===== src/sv/hslrgb_pkg.sv =====
`default_nettype none

package hslrgb_pkg;

    // Fixed-point format of the hue, saturation and lightness fractions
    localparam int FRAC_BITS = 16;
    localparam int VAL_W     = FRAC_BITS + 1;     // 0..ONE inclusive
    localparam int T_W       = FRAC_BITS + 3;     // hue times six, 0..6*ONE
    localparam int V2_W      = 2 * FRAC_BITS + 1; // channel value, 2*FRAC_BITS fraction
    localparam int SC_W      = V2_W + 8;          // channel value times 255
    localparam int BYTE_HI_W = SC_W - 2 * FRAC_BITS;

    // Stream widths
    localparam int IN_DATA_W  = ((3 * VAL_W + 7) / 8) * 8;
    localparam int OUT_DATA_W = 24;

    // Pipeline depth in register stages
    localparam int NSTG = 6;

    localparam logic [VAL_W-1:0] ONE  = {1'b1, {FRAC_BITS{1'b0}}};
    localparam logic [VAL_W-1:0] HALF = {2'b01, {(FRAC_BITS-1){1'b0}}};

    // Hue segment boundaries, scaled by six
    localparam logic [T_W-1:0] T_ONE   = T_W'(1 << FRAC_BITS);
    localparam logic [T_W-1:0] T_TWO   = T_W'(2 << FRAC_BITS);
    localparam logic [T_W-1:0] T_THREE = T_W'(3 << FRAC_BITS);
    localparam logic [T_W-1:0] T_FOUR  = T_W'(4 << FRAC_BITS);
    localparam logic [T_W-1:0] T_SIX   = T_W'(6 << FRAC_BITS);

    // Per-stage load enables for the channel back end
    typedef struct packed {
        logic s3;
        logic s4;
        logic s5;
        logic s6;
    } hslrgb_adv_t;

endpackage

`default_nettype wire


===== src/sv/hslrgb_channel.sv =====
`default_nettype none

module hslrgb_channel (
    input  wire logic                                  clk,
    input  wire hslrgb_pkg::hslrgb_adv_t               adv,
    input  wire logic [hslrgb_pkg::VAL_W-1:0]          p,
    input  wire logic [hslrgb_pkg::VAL_W-1:0]          d,
    input  wire logic [hslrgb_pkg::T_W-1:0]            t,
    output logic [7:0]                                 chan
);

    logic [hslrgb_pkg::VAL_W-1:0]      f_reg, f_next;
    logic [hslrgb_pkg::VAL_W-1:0]      p3_reg, d3_reg;
    logic [2*hslrgb_pkg::VAL_W-1:0]    mul_reg, mul_next;
    logic [hslrgb_pkg::VAL_W-1:0]      p4_reg;
    logic [hslrgb_pkg::V2_W-1:0]       v2_reg, v2_next;
    logic [hslrgb_pkg::SC_W-1:0]       scaled;
    logic [hslrgb_pkg::BYTE_HI_W-1:0]  byte_hi;
    logic [7:0]                        chan_reg, chan_next;

    // Pick the ramp weight for the hue segment
    always_comb
    begin
        priority if (t < hslrgb_pkg::T_ONE)
            f_next = t[hslrgb_pkg::VAL_W-1:0];
        else if (t < hslrgb_pkg::T_THREE)
            f_next = hslrgb_pkg::ONE;
        else if (t < hslrgb_pkg::T_FOUR)
            f_next = hslrgb_pkg::VAL_W'(hslrgb_pkg::T_FOUR - t);
        else
            f_next = '0;
    end

    // Weight the span between p and q
    assign mul_next = d3_reg * f_reg;

    // Add the floor value p at full precision
    assign v2_next = {p4_reg, {hslrgb_pkg::FRAC_BITS{1'b0}}}
                   + hslrgb_pkg::V2_W'(mul_reg);

    // Scale by 255, truncate, saturate
    always_comb
    begin
        scaled  = {v2_reg, 8'h00} - {8'h00, v2_reg};
        byte_hi = scaled[hslrgb_pkg::SC_W-1:2*hslrgb_pkg::FRAC_BITS];
        if (byte_hi > hslrgb_pkg::BYTE_HI_W'(255))
            chan_next = 8'hFF;
        else
            chan_next = byte_hi[7:0];
    end

    // Payload stages, loaded when the stage advances
    always_ff @(posedge clk)
    begin
        if (adv.s3)
        begin
            f_reg  <= f_next;
            p3_reg <= p;
            d3_reg <= d;
        end
        if (adv.s4)
        begin
            mul_reg <= mul_next;
            p4_reg  <= p3_reg;
        end
        if (adv.s5)
            v2_reg <= v2_next;
        if (adv.s6)
            chan_reg <= chan_next;
    end

    assign chan = chan_reg;

endmodule

`default_nettype wire


===== src/sv/hsl_to_rgb_converter_top.sv =====
`default_nettype none
// HSL to RGB pixel converter, six register stages.
// A request taken while s_tready is high moves through the stage registers in
// order, and m_tvalid rises once it reaches the last stage.
// Throughput: one pixel per clock; each stage holds its own valid bit, and
// the ready chain from m_tready lets bubbles close up under backpressure.
// Reset clears all valid bits; data registers are not reset.
module hsl_to_rgb_converter_top (
    input  wire logic                                 clk,
    input  wire logic                                 rst_n,
    input  wire logic                                 s_tvalid,
    output logic                                      s_tready,
    // [16:0] hue, [33:17] saturation, [50:34] lightness, [55:51] zero
    input  wire logic [hslrgb_pkg::IN_DATA_W-1:0]     s_tdata,
    output logic                                      m_tvalid,
    input  wire logic                                 m_tready,
    // [7:0] red, [15:8] green, [23:16] blue
    output logic [hslrgb_pkg::OUT_DATA_W-1:0]         m_tdata
);

    localparam int VW = hslrgb_pkg::VAL_W;
    localparam int TW = hslrgb_pkg::T_W;

    logic [hslrgb_pkg::NSTG-1:0] vld_reg, vld_next, rdy;
    hslrgb_pkg::hslrgb_adv_t     adv;

    logic [VW-1:0]   hue_in, sat_in, lgt_in;
    logic [VW-1:0]   hue_c, sat_c, lgt_c;
    logic [2*VW-1:0] ls_full;

    logic [VW-1:0]   lgt_reg, sat_reg, lss_reg;
    logic [VW-1:0]   lss_next;
    logic [TW-1:0]   hue6_reg, hue6_next;

    logic [VW:0]     q_w, p_w;
    logic [TW:0]     tr_w;
    logic [VW-1:0]   p_reg, p_next, d_reg, d_next;
    logic [TW-1:0]   tr_reg, tr_next, tg_reg, tg_next, tb_reg, tb_next;

    logic [7:0]      red, green, blue;

    // Ready chain: a stage loads when empty or when its successor moves
    always_comb
    begin
        rdy[hslrgb_pkg::NSTG-1] = !vld_reg[hslrgb_pkg::NSTG-1] || m_tready;
        for (int k = hslrgb_pkg::NSTG - 2; k >= 0; k--)
            rdy[k] = !vld_reg[k] || rdy[k+1];
    end

    always_comb
    begin
        vld_next[0] = rdy[0] ? s_tvalid : vld_reg[0];
        for (int k = 1; k < hslrgb_pkg::NSTG; k++)
            vld_next[k] = rdy[k] ? vld_reg[k-1] : vld_reg[k];
    end

    always_ff @(posedge clk or negedge rst_n)
    begin
        if (!rst_n)
            vld_reg <= '0;
        else
            vld_reg <= vld_next;
    end

    assign adv.s3 = rdy[2];
    assign adv.s4 = rdy[3];
    assign adv.s5 = rdy[4];
    assign adv.s6 = rdy[5];

    // Stage 1: saturate inputs to one, form l*s and six times hue
    assign hue_in = s_tdata[VW-1:0];
    assign sat_in = s_tdata[2*VW-1:VW];
    assign lgt_in = s_tdata[3*VW-1:2*VW];

    always_comb
    begin
        hue_c     = (hue_in > hslrgb_pkg::ONE) ? hslrgb_pkg::ONE : hue_in;
        sat_c     = (sat_in > hslrgb_pkg::ONE) ? hslrgb_pkg::ONE : sat_in;
        lgt_c     = (lgt_in > hslrgb_pkg::ONE) ? hslrgb_pkg::ONE : lgt_in;
        ls_full   = lgt_c * sat_c;
        lss_next  = ls_full[hslrgb_pkg::FRAC_BITS +: VW];
        hue6_next = TW'({hue_c, 2'b00}) + TW'({hue_c, 1'b0});
    end

    // Stage 2: q, p and q - p; offset and wrap hue per channel.
    // Zero saturation falls out as p = l, q - p = 0, which gives grey.
    always_comb
    begin
        if (lgt_reg < hslrgb_pkg::HALF)
            q_w = {1'b0, lgt_reg} + {1'b0, lss_reg};
        else
            q_w = {1'b0, lgt_reg} + {1'b0, sat_reg} - {1'b0, lss_reg};
        p_w    = {lgt_reg, 1'b0} - q_w;
        p_next = p_w[VW-1:0];
        d_next = q_w[VW-1:0] - p_w[VW-1:0];

        tr_w = {1'b0, hue6_reg} + {1'b0, hslrgb_pkg::T_TWO};
        if (tr_w > {1'b0, hslrgb_pkg::T_SIX})
            tr_next = TW'(tr_w - {1'b0, hslrgb_pkg::T_SIX});
        else
            tr_next = tr_w[TW-1:0];

        tg_next = hue6_reg;

        if (hue6_reg < hslrgb_pkg::T_TWO)
            tb_next = hue6_reg + hslrgb_pkg::T_FOUR;
        else
            tb_next = hue6_reg - hslrgb_pkg::T_TWO;
    end

    // Front-end payload registers
    always_ff @(posedge clk)
    begin
        if (rdy[0])
        begin
            lgt_reg  <= lgt_c;
            sat_reg  <= sat_c;
            lss_reg  <= lss_next;
            hue6_reg <= hue6_next;
        end
        if (rdy[1])
        begin
            p_reg  <= p_next;
            d_reg  <= d_next;
            tr_reg <= tr_next;
            tg_reg <= tg_next;
            tb_reg <= tb_next;
        end
    end

    // Stages 3 to 6: one back end per channel
    hslrgb_channel u_red (
        .clk  (clk),
        .adv  (adv),
        .p    (p_reg),
        .d    (d_reg),
        .t    (tr_reg),
        .chan (red)
    );

    hslrgb_channel u_green (
        .clk  (clk),
        .adv  (adv),
        .p    (p_reg),
        .d    (d_reg),
        .t    (tg_reg),
        .chan (green)
    );

    hslrgb_channel u_blue (
        .clk  (clk),
        .adv  (adv),
        .p    (p_reg),
        .d    (d_reg),
        .t    (tb_reg),
        .chan (blue)
    );

    assign s_tready = rdy[0];
    assign m_tvalid = vld_reg[hslrgb_pkg::NSTG-1];
    assign m_tdata  = {blue, green, red};

`ifndef SYNTHESIS
    // An empty output stage never blocks the input
    a_ready_when_empty: assert property (@(posedge clk) disable iff (!rst_n)
        !m_tvalid |-> s_tready)
        else $error("input stalled with empty output stage");

    // q = p + d never exceeds one
    a_q_in_range: assert property (@(posedge clk) disable iff (!rst_n)
        vld_reg[1] |-> (({1'b0, p_reg} + {1'b0, d_reg}) <= {1'b0, hslrgb_pkg::ONE}))
        else $error("q above one");

    // Wrapped hue stays within one turn for every channel
    a_hue_wrapped: assert property (@(posedge clk) disable iff (!rst_n)
        vld_reg[1] |-> (tr_reg <= hslrgb_pkg::T_SIX && tg_reg <= hslrgb_pkg::T_SIX
                        && tb_reg <= hslrgb_pkg::T_SIX))
        else $error("hue not wrapped");

    // Zero saturation leaves no span between p and q
    a_grey_span: assert property (@(posedge clk) disable iff (!rst_n)
        (vld_reg[0] && rdy[1] && sat_reg == '0) |=> (d_reg == '0 && p_reg == $past(lgt_reg)))
        else $error("grey request with nonzero span");

    // A result appears only by moving up from the stage before it
    a_out_from_pipe: assert property (@(posedge clk) disable iff (!rst_n)
        $rose(m_tvalid) |-> $past(vld_reg[hslrgb_pkg::NSTG-2]))
        else $error("result valid without a request behind it");
`endif

endmodule

`default_nettype wire


===== config.mk =====
export PLATFORM = sky130hd
export DESIGN_NAME = hsl_to_rgb_converter_top
export DESIGN_NICKNAME = d
export VERILOG_FILES = /design/src/sv/hslrgb_pkg.sv /design/src/sv/hslrgb_channel.sv /design/src/sv/hsl_to_rgb_converter_top.sv
export SDC_FILE = /design/constraint.sdc
export NUM_CORES = 2
export LEC_CHECK = 0
export BUFFER_PORTS_ARGS = -buffer_cell sky130_fd_sc_hd__buf_2
export CORE_MARGIN = 4
export CORE_UTILIZATION = 70
export CTS_BUF_LIST = sky130_fd_sc_hd__clkbuf_8 sky130_fd_sc_hd__clkbuf_16
export DETAILED_ROUTE_END_ITERATION = 8
export PLACE_DENSITY = 0.93
export SETUP_SLACK_MARGIN = 0.05
export SLEW_MARGIN = 5
export SYNTH_ARGS = -nofsm -noshare
export SYNTH_HDL_FRONTEND = slang
export SYNTH_SLANG_ARGS = --single-unit

===== constraint.sdc =====
create_clock -name clk -period 9.9 [get_ports clk]
set_input_delay 0.495 -clock clk [delete_from_list [all_inputs] [get_ports clk]]
set_output_delay 0.495 -clock clk [all_outputs]
set_load 0.01 [all_outputs]

## After elaboration in Yosys (flattened, before gate mapping)

Index checks and enable logic that the tools add are counted.
Widths: inputs -> output; s select.

- Register bits: 491
- Bits in latches: 0
- Bits in writable memories: 0
- Memory bits (read-only): 0
- Input bits: 60
- Logic and storage cells: 98
- Memories: 0

- $add $sub $neg: 19
- Multiply operators: 4
- Divide/modulo/power cells: 0
- Magnitude comparators: 18
- Equal/unequal tests: 0
- Shift operators: 0
- Multiplexer cells: 15
- Bitwise gates (word level): 0
- Reduce and logical (&&, ||, !) cells: 12

Operators with widths:

| kind | number |
|---|---|
| $mux 17 | 13 |
| $mul 17x17->33 | 4 |
| $sub 41x33->41 | 3 |
| $add 33x33->33 | 3 |
| $lt 19x18->1 const B | 4 |
| $lt 19x17->1 const B | 3 |
| $lt 19x19->1 const B | 3 |
| $gt 17x17->1 const B | 3 |
| $sub 1x17->17 const A | 3 |
| $sub 17x17->17 | 3 |
| $mux 19 | 2 |
| $add 17x17->17 | 2 |
| $gt 9x8->1 const B | 3 |
| $add 19x18->20 const B | 1 |
| $gt 20x19->1 const B | 1 |
| $add 19x18->19 | 1 |
| $add 19x19->19 const B | 1 |
| $sub 19x18->19 const B | 1 |
| $sub 19x19->19 const B | 1 |
| $lt 17x16->1 const B | 1 |
| $logic_not 1->1 | 6 |
| $logic_or 1x1->1 | 6 |

## Depth between registers and ports, before layout

- Depth in word-level cells: 7
- Gate-level depth with buffers: 29

## Cells and area by module

From an unflattened synthesis, not the netlist that was laid out.

- Cells, all modules: 6588
- Area total of the unflattened synthesis: 65155.0 µm²

Modules (own cells, without submodules):

| module | times used | cells each | area each (µm²) | seq. area each (µm²) |
|---|---|---|---|---|
| hsl_to_rgb_converter_top | 1 | 1869 | 17386.7 | 3873.7 |
| hslrgb_channel at u_red | 1 | 1589 | 16051.6 | 4264.1 |
| hslrgb_channel at u_blue | 1 | 1587 | 15989.1 | 4264.1 |
| hslrgb_channel at u_green | 1 | 1543 | 15727.6 | 4264.1 |

## Worst setup path before layout

OpenSTA, ideal clock, no wires.

- Path type: input-to-reg
- From: in s_tdata[36] in the netlist's numbering
- To: reg lss_reg[16], data pin
- Library setup time: 262 ps
- Arrival time: 7126 ps
- Path slack: 2512 ps
- Stages: 27
- Cells stage by stage: nor4_1 nand4_1 nand2_1 clkbuf_1 nand2_1 inv_1 clkbuf_1 nand2_1 fa_1 inv_1 fa_1 inv_1 fa_1 inv_1 fa_1 fa_1 fa_1 ha_1 a21oi_1 o21ai_0 a31oi_1 a21oi_1 o311a_1 a211o_1 a2111oi_2 o31ai_1 xnor2_1

- Word-level cells in the longest chain between the ends: 3

RTL lines:

| what | line | text |
|---|---|---|
| from (decl) | hsl_to_rgb_converter_top.sv:14 | `input wire logic [hslrgb_pkg::IN_DATA_W-1:0] s_tdata,` |
| $gt 17x17->1 | hsl_to_rgb_converter_top.sv:79 | `lgt_c = (lgt_in > hslrgb_pkg::ONE) ? hslrgb_pkg::ONE : lgt_in;` |
| $mux 17 | hsl_to_rgb_converter_top.sv:79 |  |
| net lgt_c[7] | hsl_to_rgb_converter_top.sv:28 | `logic [VW-1:0] hue_c, sat_c, lgt_c;` |
| $mul 17x17->33 | hsl_to_rgb_converter_top.sv:80 | `ls_full = lgt_c * sat_c;` |
| net ls_full[32] | hsl_to_rgb_converter_top.sv:29 | `logic [2*VW-1:0] ls_full;` |
| to (signal assigned) | hsl_to_rgb_converter_top.sv:118 | `lss_reg <= lss_next;` |
| to (decl) | hsl_to_rgb_converter_top.sv:31 | `logic [VW-1:0] lgt_reg, sat_reg, lss_reg;` |

The timed path passes the listed nets, and every way through them passes these cells.
A chain may end at the register's enable or synchronous reset.

## Worst setup path in the final report

- From: in s_tdata[36] in the netlist's numbering
- To: reg lss_reg[16], data pin

- Word-level cells in the longest chain between the ends: 3

RTL lines:

| what | line |
|---|---|
| $gt 17x17->1 | hsl_to_rgb_converter_top.sv:79 |
| $mux 17 (*) | hsl_to_rgb_converter_top.sv:79 |
| $mul 17x17->33 (*) | hsl_to_rgb_converter_top.sv:80 |
| net ls_full[32] | hsl_to_rgb_converter_top.sv:29 |

The timed path passes the listed nets; every way through them passes the cells marked *.

==> impl_metrics.py <==
metrics = {
    "sta": {
        "max_freq_mhz": 123,
        "fin_skew_ps": 18.2,
        "period_share_pct": 82.4,
        "timing.final.max_slew_violations": 0,
        "hold_viol": 0,
        "min_period_ps": 8160,
        "finalSetupTns_ps": 0,
        "rsz0062_at_grt": "no",
        "slew_headroom_pct": 24.0,
        "setup_slack_ps": 1740,
        "whs_ps": 170,
        "setup_viol": 0,
        "tightest_slew_ps": 1140,
    },
    "routing": {
        "route.detailed.drc": 0,
        "first_pass_iters": 6,
        "drtAntennaViolNets": 0,
        "routed_wl_um": 148000,
        "vias": 44983,
        "wire_per_inst_um": 20.5,
        "avgViaCountPerCell": 6.21,
        "drt_iter0_markers": 4473,
    },
    "setup_path": {
        "crit_fanout": 24,
        "cp_data_arrival_time_ps": 8500,
        "end_kind": "flop",
        "cp-startpoint": "s_tdata[36]",
        "crit-reg2reg-launch": "u_red.d3_reg[9]",
        "setup.worst_path.class": "in2reg",
        "crit_slowest_cell": "fa_1",
        "crit_path_start_kind": "primary input",
        "max_stage_delay_ps": 560,
        "path_common_cell": "fa_1",
        "critPathRequiredTime_ps": 10250,
    },
    "yosys": {
        "synth_edf_count": 432,
        "async_flop_share_pct": 1.37,
        "synth_cells": 6128,
        "avgSynthCellArea_um2": 9.59,
        "synth_cell_types": 88,
        "yosysSeqAreaShare_pct": 22.3,
        "synthFlopType": "edfxtp_1",
        "ys_ff_latch": 438,
        "yosys_warnings": 0,
        "netlist_area_um2": 58800,
    },
    "global_route": {
        "grt_pass1_wl_um": 243000,
        "grt_antenna_before_repair": 8,
        "grt_max_degree": 83,
        "grt_pass1_vias": 48374,
        "track_usage_pct": 33.9,
        "gr-total-overflow": 0,
    },
    "placement": {
        "post_dp_cell_area_um2": 60200,
        "routabilityCongestion": 0.941,
        "port_buffers": 80,
        "place_hpwl_um": 113000,
        "place_ws_ps": 1280,
    },
    "die": {
        "fp.dieW_um": 298,
        "rows": 105,
        "die_h_um": 298,
        "io_pins": 86,
        "core_um2": 82600,
        "dieArea_um2": 88600,
        "initial_core_util_pct": 71.1,
    },
    "cts": {
        "post_cts_resized": 0,
        "cts-root-buf": "clkbuf_16",
        "clk_latency_ps": 620,
        "clock_tree.buffer_depth": 3,
        "clock-sinks": 438,
        "htree_levels": 2,
        "cts_made_buffers": 49,
        "path_clk_slew_ps": 60,
        "tritoncts": "yes",
    },
    "final_layout": {
        "final_common_cell": "inv_1",
        "most-common-layout-cells": "1,292 x inv_1, 848 x fa_1, 734 x nand2_1",
        "nFillCells": 4944,
        "area_growth_pct": 5.25,
        "design_area_um2": 61800,
        "finish.net_count": 7682,
        "layout-drive-gt1-share_pct": 3.90,
    },
    "job": {
        "maxCapViolCount": 0,
    },
    "min_path": {
        "min_path_type": "in2reg",
        "hp-start": "s_tvalid",
    },
    "outcome": {
        "status": "completed",
    },
}
[area by class of cell]
class	count	area [um2]	share of cell area [%]
Clock inverter	42	430	0.696
Timing Repair Buffer	112	643	1.04
Multi-Input combinational cell	4227	40200	65.0
Antenna cell	2	5.00	0.00809
Inverter	1305	4900	7.92
Sequential cell	438	13100	21.2
Tap cell	1070	1340	2.17
Clock buffer	49	1230	1.98
[path summary, 6_finish.rpt]
path,to,slack (ps),cells past startpoint
max in group asynchronous,vld_reg[0],9360,2
min,vld_reg[0],170,2
max,lss_reg[16],1740,26
max reg2reg,u_green.mul_reg[22],2020,23
min in group asynchronous,vld_reg[1],320,2
min reg2reg,u_red.p3_reg[2],420,0
[layer usage]
layer | wire length, um | up-vias | GRT usage, %
li1 | - | 19438 | -
met1 | 51400 | 21833 | 41.8
met2 | 69900 | 2946 | 56.6
met3 | 16800 | 762 | 6.57
met4 | 10100 | 4 | 19.2
met5 | 34 | - | 0
[cell usage after synthesis (33+ instances only)]
master       n  area, um2
nor2_1     313       1170
nand3_1     76        380
nor3_1      83        415
xnor2_1    169       1480
fa_1       848      17000
ha_1       641       8020
nor2b_1     51        319
a21oi_1    163        816
o21ai_0    134        671
and3_1      40        250
or3_1       33        206
and2_1     335       2100
clkbuf_1   179        672
inv_1     1289       4840
xor2_1      45        394
o31ai_1     55        413
a21o_1      83        623
edfxtp_1   432      13000
nand2_1    736       2760
[through the flow]
step,utilization [%],std cells
after floorplan,-,6155
after global placement,72.8,7151
after detailed placement,72.8,7151
after CTS,74.8,7243
after global routing,74.8,7244
final,74.8,7245
[cell families after synthesis]
family,synth area share [%]
multiplexers,0.145
buffers and inverters,9.53
XOR/XNOR,3.23
flip-flops,22.3
AO/OA/AOI/OAI,7.60
AND/OR/NAND/NOR,14.6
other,0.0128
adder cells (fa/ha/maj),42.5
[critical path, delay by kind of cell]
kind,cells,cell delay [ps]
fa+ha+maj,7,3420
compound gates,7,2130
simple gates,6,1570
buf+inv,5,760
xor+xnor,1,100
[what timing repair did]
action                    CTS  global route
buffers inserted            0             0
hold buffers                1             0
hold endpoints to repair    6             0
Power is not shown: default switching activity piles up to over one toggle a cycle in this logic, so the estimate is an artifact.
